===== config.mk =====
export PLATFORM = sky130hd
export DESIGN_NAME = utf8_char_reassembler_core
export DESIGN_NICKNAME = d
export VERILOG_FILES = /design/src/sv/utf8r_pkg.sv /design/src/sv/utf8r_dp.sv /design/src/sv/utf8r_ctrl.sv /design/src/sv/utf8_char_reassembler_core.sv
export SDC_FILE = /design/constraint.sdc
export NUM_CORES = 1
export LEC_CHECK = 0
export CAP_MARGIN = 20
export CORE_MARGIN = 2
export CORE_UTILIZATION = 50
export DETAILED_ROUTE_END_ITERATION = 12
export DONT_BUFFER_PORTS = 1
export GPL_ROUTABILITY_DRIVEN = 0
export HOLD_SLACK_MARGIN = 0.08
export SYNTH_ARGS = -nofsm -noshare
export SYNTH_HDL_FRONTEND = slang
export SYNTH_SLANG_ARGS = --single-unit

===== constraint.sdc =====
create_clock -name aclk -period 3.6 [get_ports aclk]
set_input_delay 0.18 -clock aclk [delete_from_list [all_inputs] [get_ports aclk]]
set_output_delay 0.18 -clock aclk [all_outputs]
set_load 0.05 [all_outputs]

===== src/sv/utf8r_pkg.sv =====
// Shared types, constants and lead-byte decode for the UTF-8 character reassembler.
`timescale 1ns / 1ps

package utf8r_pkg;

    // Item field widths
    localparam int unsigned ByteW  = 8;
    // Work buffer holds the held bytes plus one arriving byte
    localparam int unsigned WorkN  = 4;
    localparam int unsigned CountW = 3;   // holds 0..WorkN
    localparam int unsigned IdxW   = 2;   // indexes 0..WorkN-1

    // Operation codes carried on s_tuser
    localparam logic OpData  = 1'b0;
    localparam logic OpFlush = 1'b1;

    // Byte class masks and patterns
    localparam logic [7:0] AsciiMask = 8'h80;
    localparam logic [7:0] Lead2Mask = 8'hE0;
    localparam logic [7:0] Lead2Pat  = 8'hC0;
    localparam logic [7:0] Lead3Mask = 8'hF0;
    localparam logic [7:0] Lead3Pat  = 8'hE0;
    localparam logic [7:0] Lead4Mask = 8'hF8;
    localparam logic [7:0] Lead4Pat  = 8'hF0;
    localparam logic [7:0] ContMask  = 8'hC0;
    localparam logic [7:0] ContPat   = 8'h80;

    // Datapath commands from the controller
    typedef struct packed {
        logic load;       // append the input byte to the work buffer
        logic shift;      // remove the front byte of the work buffer
        logic push;       // copy the front byte into the output buffer
        logic emit_adv;   // step to the next output byte
        logic emit_done;  // empty the output buffer
    } utf8r_cmd_t;

    // Datapath status to the controller
    typedef struct packed {
        logic [CountW-1:0] work_count;  // bytes in the work buffer
        logic [CountW-1:0] lead_len;    // length led by the front byte, 0 if none
        logic              cont_ok;     // continuation bytes of that length are valid
        logic              out_any;     // output buffer holds at least one byte
        logic              out_last;    // output pointer is on the final byte
    } utf8r_stat_t;

    // Sequence length given by a lead byte, 0 if it cannot lead
    function automatic logic [CountW-1:0] lead_length(input logic [7:0] c);
        logic [CountW-1:0] len;
        len = '0;
        if ((c & AsciiMask) == 8'h00) begin
            len = CountW'(1);
        end else if ((c & Lead2Mask) == Lead2Pat) begin
            len = CountW'(2);
        end else if ((c & Lead3Mask) == Lead3Pat) begin
            len = CountW'(3);
        end else if ((c & Lead4Mask) == Lead4Pat) begin
            len = CountW'(4);
        end
        return len;
    endfunction

endpackage


===== src/sv/utf8r_dp.sv =====
// Datapath: work buffer, output buffer and their counters.
`timescale 1ns / 1ps

module utf8r_dp (
    input  logic                   aclk,
    input  logic                   aresetn,
    input  logic [7:0]             in_byte,
    input  utf8r_pkg::utf8r_cmd_t  cmd,
    output utf8r_pkg::utf8r_stat_t stat,
    output logic [7:0]             out_byte
);
    import utf8r_pkg::*;

    logic [ByteW-1:0]  work_reg [WorkN];
    logic [ByteW-1:0]  work_next [WorkN];
    logic [CountW-1:0] wcnt_reg, wcnt_next;
    logic [ByteW-1:0]  obuf_reg [WorkN];
    logic [ByteW-1:0]  obuf_next [WorkN];
    logic [CountW-1:0] ocnt_reg, ocnt_next;
    logic [IdxW-1:0]   optr_reg, optr_next;
    logic [CountW-1:0] len;
    logic              cont_ok;

    // Decode the front byte and check the bytes that follow it
    always_comb begin
        len     = lead_length(work_reg[0]);
        cont_ok = 1'b1;
        for (int j = 1; j < WorkN; j++) begin
            if (CountW'(j) < len && (work_reg[j] & ContMask) != ContPat) begin
                cont_ok = 1'b0;
            end
        end
    end

    assign stat.work_count = wcnt_reg;
    assign stat.lead_len   = len;
    assign stat.cont_ok    = cont_ok;
    assign stat.out_any    = (ocnt_reg != '0);
    assign stat.out_last   = ({1'b0, optr_reg} == ocnt_reg - CountW'(1));
    assign out_byte        = obuf_reg[optr_reg];

    // Apply the controller's commands
    always_comb begin
        work_next = work_reg;
        wcnt_next = wcnt_reg;
        obuf_next = obuf_reg;
        ocnt_next = ocnt_reg;
        optr_next = optr_reg;
        if (cmd.load) begin
            work_next[wcnt_reg[IdxW-1:0]] = in_byte;
            wcnt_next = wcnt_reg + CountW'(1);
        end
        if (cmd.push) begin
            obuf_next[ocnt_reg[IdxW-1:0]] = work_reg[0];
            ocnt_next = ocnt_reg + CountW'(1);
        end
        if (cmd.shift) begin
            for (int k = 0; k < WorkN - 1; k++) begin
                work_next[k] = work_reg[k+1];
            end
            wcnt_next = wcnt_reg - CountW'(1);
        end
        if (cmd.emit_adv) begin
            optr_next = optr_reg + IdxW'(1);
        end
        if (cmd.emit_done) begin
            ocnt_next = '0;
            optr_next = '0;
        end
    end

    // Counters
    always_ff @(posedge aclk) begin
        if (!aresetn) begin
            wcnt_reg <= '0;
            ocnt_reg <= '0;
            optr_reg <= '0;
        end else begin
            wcnt_reg <= wcnt_next;
            ocnt_reg <= ocnt_next;
            optr_reg <= optr_next;
        end
    end

    // Byte storage
    always_ff @(posedge aclk) begin
        work_reg <= work_next;
        obuf_reg <= obuf_next;
    end

endmodule


===== src/sv/utf8r_ctrl.sv =====
// Controller: sequences load, scan, copy and emit of one item.
`timescale 1ns / 1ps

module utf8r_ctrl (
    input  logic                   aclk,
    input  logic                   aresetn,
    input  logic                   s_tvalid,
    input  logic                   s_op,
    output logic                   s_tready,
    output logic                   m_tvalid,
    input  logic                   m_tready,
    input  utf8r_pkg::utf8r_stat_t stat,
    output utf8r_pkg::utf8r_cmd_t  cmd
);
    import utf8r_pkg::*;

    typedef enum logic [1:0] {
        ST_IDLE,
        ST_SCAN,
        ST_COPY,
        ST_EMIT
    } state_t;

    state_t            state_reg, state_next;
    logic [CountW-1:0] copy_reg, copy_next;
    logic              scan_end;

    assign s_tready = (state_reg == ST_IDLE);
    assign m_tvalid = (state_reg == ST_EMIT);

    // Scan stops when the buffer is empty or its front sequence is unfinished
    assign scan_end = (stat.work_count == '0) ||
                      (stat.lead_len != '0 && stat.lead_len > stat.work_count);

    // Next state and datapath commands
    always_comb begin
        state_next = state_reg;
        copy_next  = copy_reg;
        cmd        = '0;
        case (state_reg)
            ST_IDLE: begin
                if (s_tvalid) begin
                    if (s_op == OpFlush) begin
                        // Release all held bytes unchanged
                        if (stat.work_count != '0) begin
                            copy_next  = stat.work_count;
                            state_next = ST_COPY;
                        end
                    end else begin
                        cmd.load   = 1'b1;
                        state_next = ST_SCAN;
                    end
                end
            end
            ST_SCAN: begin
                if (scan_end) begin
                    state_next = stat.out_any ? ST_EMIT : ST_IDLE;
                end else if (stat.lead_len == '0 || !stat.cont_ok) begin
                    // Drop a bad lead and rescan from the next byte
                    cmd.shift = 1'b1;
                end else begin
                    copy_next  = stat.lead_len;
                    state_next = ST_COPY;
                end
            end
            ST_COPY: begin
                cmd.push  = 1'b1;
                cmd.shift = 1'b1;
                copy_next = copy_reg - CountW'(1);
                if (copy_reg == CountW'(1)) begin
                    state_next = ST_SCAN;
                end
            end
            ST_EMIT: begin
                if (m_tready) begin
                    if (stat.out_last) begin
                        cmd.emit_done = 1'b1;
                        state_next    = ST_IDLE;
                    end else begin
                        cmd.emit_adv = 1'b1;
                    end
                end
            end
            default: begin
                state_next = ST_IDLE;
            end
        endcase
    end

    always_ff @(posedge aclk) begin
        if (!aresetn) begin
            state_reg <= ST_IDLE;
            copy_reg  <= '0;
        end else begin
            state_reg <= state_next;
            copy_reg  <= copy_next;
        end
    end

endmodule


===== src/sv/utf8_char_reassembler_core.sv =====
// Top level of the UTF-8 character reassembler.
//
// Takes one item per handshake: a data byte (s_tuser = 0) or a flush (s_tuser = 1), and
// passes on only whole UTF-8 characters, one byte per output item, with m_tlast on the
// final byte released by each input item. Up to three bytes of an unfinished sequence
// are held between items. Stray continuation bytes and 0xF8..0xFF are dropped; when a
// complete-length sequence has a bad continuation byte only its lead is dropped and the
// bytes after it are scanned again. A flush releases the held bytes unchanged. An item
// is accepted while the controller is idle, then the controller scans each examined
// position and copies each released byte, then offers the output bytes one by one
// while m_tready is high; the next item is taken after the last output byte. The single
// controller walks the four-byte work buffer one byte per cycle. An empty flush is
// absorbed in its accept cycle.
`timescale 1ns / 1ps

module utf8_char_reassembler_core (
    input  logic       aclk,
    input  logic       aresetn,
    input  logic       s_tvalid,
    output logic       s_tready,
    input  logic [7:0] s_tdata,    // [7:0] in_byte
    input  logic       s_tuser,    // [0] operation
    output logic       m_tvalid,
    input  logic       m_tready,
    output logic [7:0] m_tdata,    // [7:0] out_byte
    output logic       m_tlast     // last_of_run
);
    import utf8r_pkg::*;

    utf8r_cmd_t  cmd;
    utf8r_stat_t stat;

    utf8r_ctrl u_ctrl (
        .aclk     (aclk),
        .aresetn  (aresetn),
        .s_tvalid (s_tvalid),
        .s_op     (s_tuser),
        .s_tready (s_tready),
        .m_tvalid (m_tvalid),
        .m_tready (m_tready),
        .stat     (stat),
        .cmd      (cmd)
    );

    utf8r_dp u_dp (
        .aclk     (aclk),
        .aresetn  (aresetn),
        .in_byte  (s_tdata),
        .cmd      (cmd),
        .stat     (stat),
        .out_byte (m_tdata)
    );

    // Final byte of the run for this item
    assign m_tlast = stat.out_last;

endmodule


==> impl_metrics.tcl, run 1 <==
set metrics [dict create \
    outcome "finished clean" \
    netlist_area_um2 3800 \
    die_area_um2 8320 \
    cts_tree "yes" \
    synth_seq_cells 77 \
    timing.rr.start "u_dp.work_reg[29]$_DFFE_PP_" \
    fin_tns_setup_ns 0 \
    layout_commonest_cell "edfxtp_1" \
    die_h_um 91.2 \
    cts_buffers 9 \
    synth_xor_area_frac 0.0138 \
    relSlewSlack 0.534 \
    critPathKind "reg -> reg" \
    vias_per_cell 5.31 \
    synth_top_family_by_area "multiplexers" \
    hpwl_um 4550 \
    grt_max_degree 19 \
    synth-main-ff-cell "edfxtp_1" \
    synth_seq_area_share 0.574 \
    crit_path_start_kind "register" \
    numPortBuffers 0 \
    stdcell_area_um2 4240 \
    finalCritPeriodShare 0.933 \
    synth.avg_cell_area_um2 12.5 \
    num_antenna_cells 0 \
    grt_pass1_vias 2244 \
    start_util 0.521 \
    finalSetupViolations 0 \
    ant_nets 0 \
    antenna_found_initial 0 \
    hold_violations 0 \
    fin_crit_ns 3.36 \
    synthAdderAreaFrac 0.0513 \
    drive_above_1_share 0.113 \
    synth-edff-count 64 \
    root_buffer "clkbuf_8" \
    clk_path_buf_depth 2 \
    wl_um 6550 \
    placed_area_um2 3920 \
    hold_path.class "in -> reg" \
    rsz0062_at_grt "false" \
    fmax_ghz 0.298 \
    min_from "s_tdata[2]" \
    startpoint "u_dp.work_reg[29]$_DFFE_PP_" \
    h-tree-depth 3 \
    maxCapViolations 0 \
    required_ns 3.84 \
    layout_common_cells "edfxtp_1 (64), nand2_1 (45), inv_1 (40)" \
    io_pins 24 \
    nNetsFinal 352 \
    grt.total_usage 0.169 \
    drt_first_pass_iters 4 \
    coreArea_um2 7290 \
    cellPowerDensity_nw_per_um2 671 \
    finalMaxSlewViolations 0 \
    yosys.area_share.simple 0.115 \
    yosys_warnings 0 \
    via_count 2263 \
    worstPathMaxFanout 11 \
    wl_per_cell_um 15.4 \
    area_growth_pct 11.5 \
    grt_remaining_overflow 0 \
    die_x_um 91.2 \
    skew_ns 0.00930 \
    irDropWorstVdd_v 0.000243 \
    grt_pass1_wl_um 11000 \
    crit_arrival_ns 3.60 \
    cp-end-kind "register" \
    synth_cell_types 47 \
    synth_cells 303 \
    synth_compound_area_frac 0.0605 \
    clock_latency_ns 0.34 \
    fp-row-count 31 \
    numClockSinks 77 \
    worst_pin_slew_ns 0.699 \
    path_clk_slew_ns 0.08 \
    async_flop_share 0 \
    synth.area.mux_share 0.126 \
    leakagePower_nw 1.71 \
    syn-num-nets 331 \
    drc_errors 0 \
    drt-initial-drc-count 88 \
]
## synth_stat cells (3+ instances only)
| master | instances | area, um^2 |
|---|---|---|
| ha_1 | 14 | 175 |
| mux4_2 | 8 | 180 |
| edfxtp_1 | 64 | 1920 |
| and2_1 | 6 | 37.5 |
| nor3_1 | 7 | 35.0 |
| clkbuf_1 | 5 | 18.8 |
| xnor2_1 | 3 | 26.3 |
| nand2_1 | 45 | 169 |
| mux2i_1 | 30 | 300 |
| inv_1 | 40 | 150 |
| nor2_1 | 8 | 30.0 |
| nand2b_1 | 3 | 18.8 |
| o211ai_1 | 4 | 30.0 |
| xor2_1 | 3 | 26.3 |
| dfxtp_1 | 13 | 260 |
| o21ai_0 | 6 | 30.0 |
| a21oi_1 | 3 | 15.0 |
| nand3_1 | 5 | 25.0 |
## worst max-delay path, stage by stage, from the launching register on
cell and delay (ns):
edfxtp_1 0.46, and2_1 0.23, nor2_1 0.17, ha_1 0.27
a211oi_1 0.39, o31ai_4 0.17, o21ai_4 0.26, nand2_8 0.12
fa_1 0.46, nor3_1 0.21, a31oi_1 0.09, a31o_1 0.25
and3_1 0.16
## report_power, final
part / internal [mW] / switching (mW)
Sequential: 1.18 / 0.0987
Combinational: 0.308 / 0.578
Clock: 0.383 / 0.299
Total: 1.87 / 0.976
## final timing paths
check / to / slack [ns] / cells after the start
max: u_dp.wcnt_reg[2]$_SDFFE_PN0P_ / 0.24 / 12
min: u_dp.work_reg[10]$_DFFE_PP_ / 0.09 / 2
max reg2reg: u_dp.wcnt_reg[2]$_SDFFE_PN0P_ / 0.24 / 12
min reg2reg: u_ctrl.copy_reg[1]$_SDFFE_PN0P_ / 0.47 / 2
## layout make-up
| cell class | count | area [um^2] |
|---|---|---|
| multi-input cells | 176 | 1410 |
| repair buffers | 19 | 170 |
| clock buffers | 10 | 128 |
| clock inverters | 4 | 75.1 |
| well taps | 99 | 124 |
| inverters | 41 | 154 |
| flip-flops and latches | 77 | 2180 |
| fillers | 646 | 3050 |
## layer usage
layer  vias up  GRT usage  wire [um]
met1      1095      0.224       3100
li1       1115          -          -
met3         9     0.0332        203
met5         -          0          0
met2        44      0.272       3150
met4         0     0.0720         98
## logic make-up (layout without fill, tap and decap cells)
| kind of cell | after synthesis | count (layout) |
|---|---|---|
| fa+ha+maj | 15 | 15 |
| simple gates | 88 | 88 |
| flops | 77 | 77 |
| compound gates | 29 | 29 |
| xor+xnor | 6 | 6 |
| mux | 38 | 38 |
| buf+inv | 50 | 74 |
## stage by stage
step | power [mW] | setup WS (ns) | hold slack (ns) | utilization | instances
after floorplan | 1.98 | 0.432 | 0.279 | - | 303
after global placement | 2.13 | 0.342 | 0.279 | 0.537 | 401
after detailed placement | 2.15 | 0.184 | 0.279 | 0.537 | 401
after CTS | 2.84 | 0.167 | 0.0821 | 0.577 | 424
after global routing | 3.00 | 0.00536 | 0.0835 | 0.581 | 426
final | 2.84 | 0.240 | 0.0946 | 0.581 | 426
## repair_timing
action | in CTS | in global routing
setup buffers | 0 | 0
hold buffers | 9 | 2
endpoints found under the setup margin | 0 | 1
hold endpoints to repair | 21 | 2
resized for setup | 0 | 2
Power figures use the tool's default switching activity.
==> run 2: changes to the inputs <==
- ABC_AREA: default -> 1
==> run 2 against run 1 <==
Against the previous run: first-iteration DRC count increased by 36%; flip-flop and latch count unchanged; non-clock buffer count down 1; worst setup slack better by 0.37 ns; synthesized cell count rose by 24%; clock-buffer cell count is 1 lower; clock skew rose by 0.0033 ns; die area up 0.51%; core utilization shrank 0.34 points; final cell count is 17% higher; critical path depth increased by 5; cell area hardly changed; highest routed layer unchanged.
==> impl_metrics.tcl, run 2 <==
set metrics [dict create \
    top_layer_used "met4" \
    yosys_warnings 0 \
    h-tree-depth 3 \
    final_core_util 0.578 \
    fin_hold_ws_ns 0.100 \
    yosys-top-cells-area "edfxtp_1 (50%), dfxtp_1 (6.8%), nand2_1 (5.8%)" \
    clock_latency_ns 0.35 \
    startpoint "u_dp.work_reg[27]$_DFFE_PP_" \
    grt.total_usage 0.176 \
    start_util 0.521 \
    yosysMostFrequentCell "edfxtp_1" \
    synth_seq_area_share 0.571 \
    layout_common_cells "edfxtp_1 (64), nand2_1 (59), nor2_1 (45)" \
    finalCritPeriodShare 0.830 \
    crit_path_start_kind "register" \
    synth_seq_cells 77 \
    numPortBuffers 0 \
    skew_ns 0.0126 \
    outcome "finished clean" \
    max_stage_delay_ns 0.44 \
    cp-end-kind "register" \
    leakagePower_nw 1.65 \
    wl_um 6850 \
    synth_area_leader_cell "edfxtp_1" \
    worst_pin_slew_ns 1.09 \
    drive_above_1_share 0.162 \
    path_clk_slew_ns 0.08 \
    rsz0062_at_grt "false" \
    fin_crit_ns 2.99 \
    io_pins 24 \
    cp_num_cells 17 \
    r2r-end "u_dp.wcnt_reg[2]$_SDFFE_PN0P_" \
    num_antenna_cells 0 \
    root_buffer "clkbuf_8" \
    async_flop_share 0 \
    seqCellArea_um2 2180 \
    syn-num-nets 405 \
    die_h_um 91.4 \
    cellPowerDensity_nw_per_um2 720 \
    drc_errors 0 \
    maxCapViolations 0 \
    crit_arrival_ns 3.23 \
    relSlewSlack 0.281 \
    grt_remaining_overflow 0 \
    synth-edff-count 64 \
    critPathCapture "u_dp.wcnt_reg[2]$_SDFFE_PN0P_" \
    fin_ws_ns 0.611 \
    coreArea_um2 7330 \
    p_total_mw 3.05 \
    multi_input_area_um2 1400 \
    netlist_area_um2 3820 \
    crit_buf_inv 2 \
    synth_cell_types 33 \
    fmax_ghz 0.335 \
    synth_cells 377 \
    wl_per_cell_um 13.7 \
    hpwl_um 4770 \
    fp-row-count 31 \
    yosys-top-cells-count "edfxtp_1 (64), nand2_1 (59), nor2_1 (45)" \
    ant_nets 0 \
    cts_resized 0 \
    slowest_stage "edfxtp_1" \
    die_area_um2 8360 \
    pre_cts_slack_ns 0.678 \
    worstPathMaxFanout 32 \
    irDropWorstVdd_v 0.000359 \
    met2WireLength_um 3180 \
    cts_tree "yes" \
    area_growth_pct 10.8 \
    synth-main-ff-cell "edfxtp_1" \
    antenna_found_initial 0 \
    netlist.area_leader.share 0.503 \
    critPathKind "reg -> reg" \
    r2r_setup_slack_ns 0.61 \
    fin_tns_setup_ns 0 \
    grt_pass1_wl_um 11500 \
    grt_pass1_vias 2442 \
    grt_max_degree 33 \
    cts_buffers 9 \
    nNetsFinal 424 \
    synth.avg_cell_area_um2 10.1 \
    nFillCells 643 \
    drt-initial-drc-count 120 \
    required_ns 3.84 \
    layout_commonest_cell "edfxtp_1" \
    clk_path_buf_depth 2 \
    finalSetupViolations 0 \
    hold_violations 0 \
    numClockSinks 77 \
    drt-met1-wl_um 3210 \
    via_count 2522 \
    holdPathStages 2 \
    die_x_um 91.4 \
    wl_met3_um 344 \
    hold_path.class "in -> reg" \
    crit_chain "inv_1 -> nand3_1 -> nor2_2 -> ha_1 -> a21oi_1 -> nand2_1 -> nand2_1 -> nor2_2 -> nor2_4 -> nand3_4 -> nand2_4 -> nand2_4 -> fa_1 -> inv_1 -> nand3_1 -> a21oi_1 -> nor2_1" \
    finalMaxSlewViolations 0 \
    cp_top_family "simple AND/OR/NAND/NOR gates" \
    vias_per_cell 5.04 \
    drt_first_pass_iters 4 \
    worstRegToRegCells 17 \
    timing.rr.start "u_dp.work_reg[27]$_DFFE_PP_" \
]
[run 2: repair_timing]
item	4_1_cts	5_1_grt
hold buffers	10	2
endpoints found under the hold margin	25	2
buffers inserted	0	0
[run 2: kinds of logic after synthesis]
| group | after synthesis | share of synthesized area |
|---|---|---|
| AO/OA/AOI/OAI | 77 | 0.121 |
| flip-flops | 77 | 0.571 |
| buffers and inverters | 54 | 0.0635 |
| XOR/XNOR | 3 | 0.00688 |
| AND/OR/NAND/NOR | 151 | 0.186 |
| adder cells (fa/ha/maj) | 15 | 0.0511 |
[run 2: worst min-delay path by stage]
stage	startpoint	slack (ns)	end
floorplan	s_tdata[0]	0.28	u_dp.work_reg[0]$_DFFE_PP_
global placement	s_tdata[1]	0.28	u_dp.work_reg[1]$_DFFE_PP_
detailed placement	s_tdata[7]	0.28	u_dp.work_reg[7]$_DFFE_PP_
CTS	s_tdata[2]	0.08	u_dp.work_reg[26]$_DFFE_PP_
global route	s_tdata[3]	0.08	u_dp.work_reg[11]$_DFFE_PP_
finish	s_tdata[4]	0.10	u_dp.work_reg[12]$_DFFE_PP_
[run 2: final cells by class]
class | instances | share of cell area
flip-flops and latches | 77 | 0.515
repair buffers | 18 | 0.0390
inverters | 44 | 0.0390
well taps | 99 | 0.0292
clock buffers | 9 | 0.0292
multi-input cells | 246 | 0.330
clock inverters | 7 | 0.0186
[run 2: metrics by stage]
stage	cell area [um^2]	cells
4_1_cts	4220	498
3_3_place_gp	3910	472
2_1_floorplan	3820	377
5_1_grt	4240	500
3_5_place_dp	3910	472
6_report	4240	500
[run 2: layer usage]
metal / vias up / track usage
li1: 1308 / -
met5: - / 0
met1: 1154 / 0.236
met3: 11 / 0.0440
met4: 0 / 0.0707
met2: 49 / 0.273
[run 2: where the power goes]
part	internal (mW)	switching [mW]
Combinational	0.338	0.753
Clock	0.328	0.334
Sequential	1.20	0.100
==> run 3: changes to the inputs <==
- ABC_AREA: 1 -> 0
- PLACE_DENSITY: default -> 0.68
- clock period: 3.6 -> 2.6 ns (I/O delays scaled with it)
==> run 3 against run 2 <==
Against the previous run: the flow now finishes with violations (negative setup slack); worst setup slack worse by 0.71 ns; non-clock buffer count is 27 higher; clock-buffer cell count stayed put; largest power group unchanged; highest routed layer unchanged; first-iteration DRC count is 10% higher.
==> impl_metrics.tcl, run 3 (synthesized netlist as in run 1, its figures left out) <==
set metrics [dict create \
    wl_per_cell_um 15.1 \
    crit_arrival_ns 2.94 \
    worst_pin_slew_ns 0.650 \
    hold_path.class "in -> reg" \
    die_h_um 91.2 \
    fin_tns_setup_ns -0.0971 \
    nFillCells 627 \
    fin_hold_ws_ns 0.0955 \
    clock_latency_ns 0.34 \
    numPortBuffers 0 \
    via_count 2346 \
    crit_chain "and2_4 -> nor2_4 -> ha_4 -> a211oi_4 -> o31ai_4 -> o21ai_4 -> nand2_8 -> fa_2 -> nor3_2 -> a31oi_1 -> a31o_1 -> and3_1" \
    root_buffer "clkbuf_8" \
    hold_violations 0 \
    outcome "finished, violations left" \
    critPathKind "reg -> reg" \
    skew_ns 0.00894 \
    finalMaxSlewViolations 0 \
    leakagePower_nw 1.87 \
    slowest_stage "edfxtp_1" \
    timing.rr.start "u_dp.work_reg[29]$_DFFE_PP_" \
    required_ns 2.84 \
    relSlewSlack 0.567 \
    start_util 0.521 \
    r2r-end "u_dp.wcnt_reg[2]$_SDFFE_PN0P_" \
    die_area_um2 8320 \
    area_growth_pct 19.4 \
    fin_ws_ns -0.0971 \
    max_stage_delay_ns 0.42 \
    drive_above_1_share 0.212 \
    startpoint "u_dp.work_reg[29]$_DFFE_PP_" \
    clk_path_buf_depth 2 \
    drc_errors 0 \
    grt_max_degree 28 \
    numClockSinks 77 \
    fin_crit_ns 2.70 \
    rsz0062_at_grt "true" \
    grt.total_usage 0.177 \
    finalSetupViolations 1 \
    num_antenna_cells 0 \
    cts_buffers 9 \
    crit_path_start_kind "register" \
    hpwl_um 4870 \
    layout_common_cells "edfxtp_1 (64), nand2_1 (44), inv_1 (40)" \
    worstRegToRegCells 12 \
    coreArea_um2 7290 \
    finalCritPeriodShare 1.04 \
    layout_commonest_cell "edfxtp_1" \
    dp_cells 422 \
    irDropWorstVdd_v 0.000372 \
    cellPowerDensity_nw_per_um2 937 \
    min_to "u_dp.optr_reg[0]$_SDFFE_PP0P_" \
    fp-row-count 31 \
    drt-initial-drc-count 132 \
    p_total_mw 4.25 \
    drt_first_pass_iters 4 \
    fmax_ghz 0.371 \
    vias_per_cell 5.18 \
    violations "negative setup slack" \
    grt_pass1_wl_um 11500 \
    maxCapViolations 0 \
    ant_nets 0 \
    grt_remaining_overflow 0 \
    io_pins 24 \
    holdPathStages 3 \
    worstPathMaxFanout 4 \
    final_cells 453 \
    wl_um 6860 \
    antenna_found_initial 0 \
    cts_tree "yes" \
    min_from "m_tready" \
    cp-end-kind "register" \
    r2r_setup_slack_ns -0.1 \
    grt_pass1_vias 2399 \
    path_clk_slew_ns 0.08 \
    die_x_um 91.2 \
    h-tree-depth 3 \
    nNetsFinal 378 \
]
run 3: changes by cell type in the layout (fill, tap and decap cells not counted), moves of 21 or more:
cell,change
nor2_1,-38
buf_4,+26
mux2i_1,+30
a21oi_1,-21
o21ai_0,-22
run 3: worst max path at each step:
stage,end,slack (ns),cells past startpoint
floorplan,u_dp.wcnt_reg[2]$_SDFFE_PN0P_,-0.37,14
detailed placement,u_dp.wcnt_reg[2]$_SDFFE_PN0P_,-0.18,12
global route,u_dp.wcnt_reg[2]$_SDFFE_PN0P_,-0.23,12
global placement,u_dp.wcnt_reg[2]$_SDFFE_PN0P_,-0.07,12
CTS,u_dp.wcnt_reg[2]$_SDFFE_PN0P_,-0.12,12
finish,u_dp.wcnt_reg[2]$_SDFFE_PN0P_,-0.1,12
run 3: worst max-delay path, delay by kind of cell, from the launching register on:
kind / cells / cell delay, ns
compound gates: 5 / 0.88
simple gates: 5 / 0.68
fa+ha+maj: 2 / 0.62
flops: 1 / 0.42
run 3: repair_timing:
item	in CTS	in global routing
hold buffers	12	0
buffers inserted	4	0
setup endpoints to repair	1	25
resized for setup	3	2
endpoints found under the hold margin	45	0
pin swaps	11	1
cloned	0	0
run 3: layer usage:
layer | vias up | part of all wire | track usage
met5 | - | 0 | 0
met4 | 0 | 0.015 | 0.0694
met3 | 10 | 0.023 | 0.0357
met2 | 34 | 0.49 | 0.290
met1 | 1135 | 0.47 | 0.233
li1 | 1167 | - | -
run 3: layout make-up:
cell class | count | area [um^2] | share of cell area
Clock buffer | 9 | 124 | 0.0273
Clock inverter | 6 | 86.3 | 0.0190
Inverter | 41 | 154 | 0.0339
Multi-Input combinational cell | 176 | 1490 | 0.328
Sequential cell | 77 | 2180 | 0.481
Tap cell | 99 | 124 | 0.0273
Timing Repair Buffer | 45 | 380 | 0.0838
run 3: report_power, final:
part	total, mW	switching [mW]	internal, mW	leakage (nW)
logic	1.55	0.917	0.635	1.07
registers	1.73	0.105	1.63	0.694
clock network	0.971	0.436	0.536	0.107
run 3: metrics by stage:
step / utilization / setup slack [ns] / area (um^2)
final: 0.623 / -0.0971 / 4540
after global routing: 0.623 / -0.233 / 4540
after CTS: 0.621 / -0.122 / 4530
after detailed placement: 0.570 / -0.176 / 4150
after global placement: 0.570 / -0.0696 / 4150
after floorplan: - / -0.373 / 3880
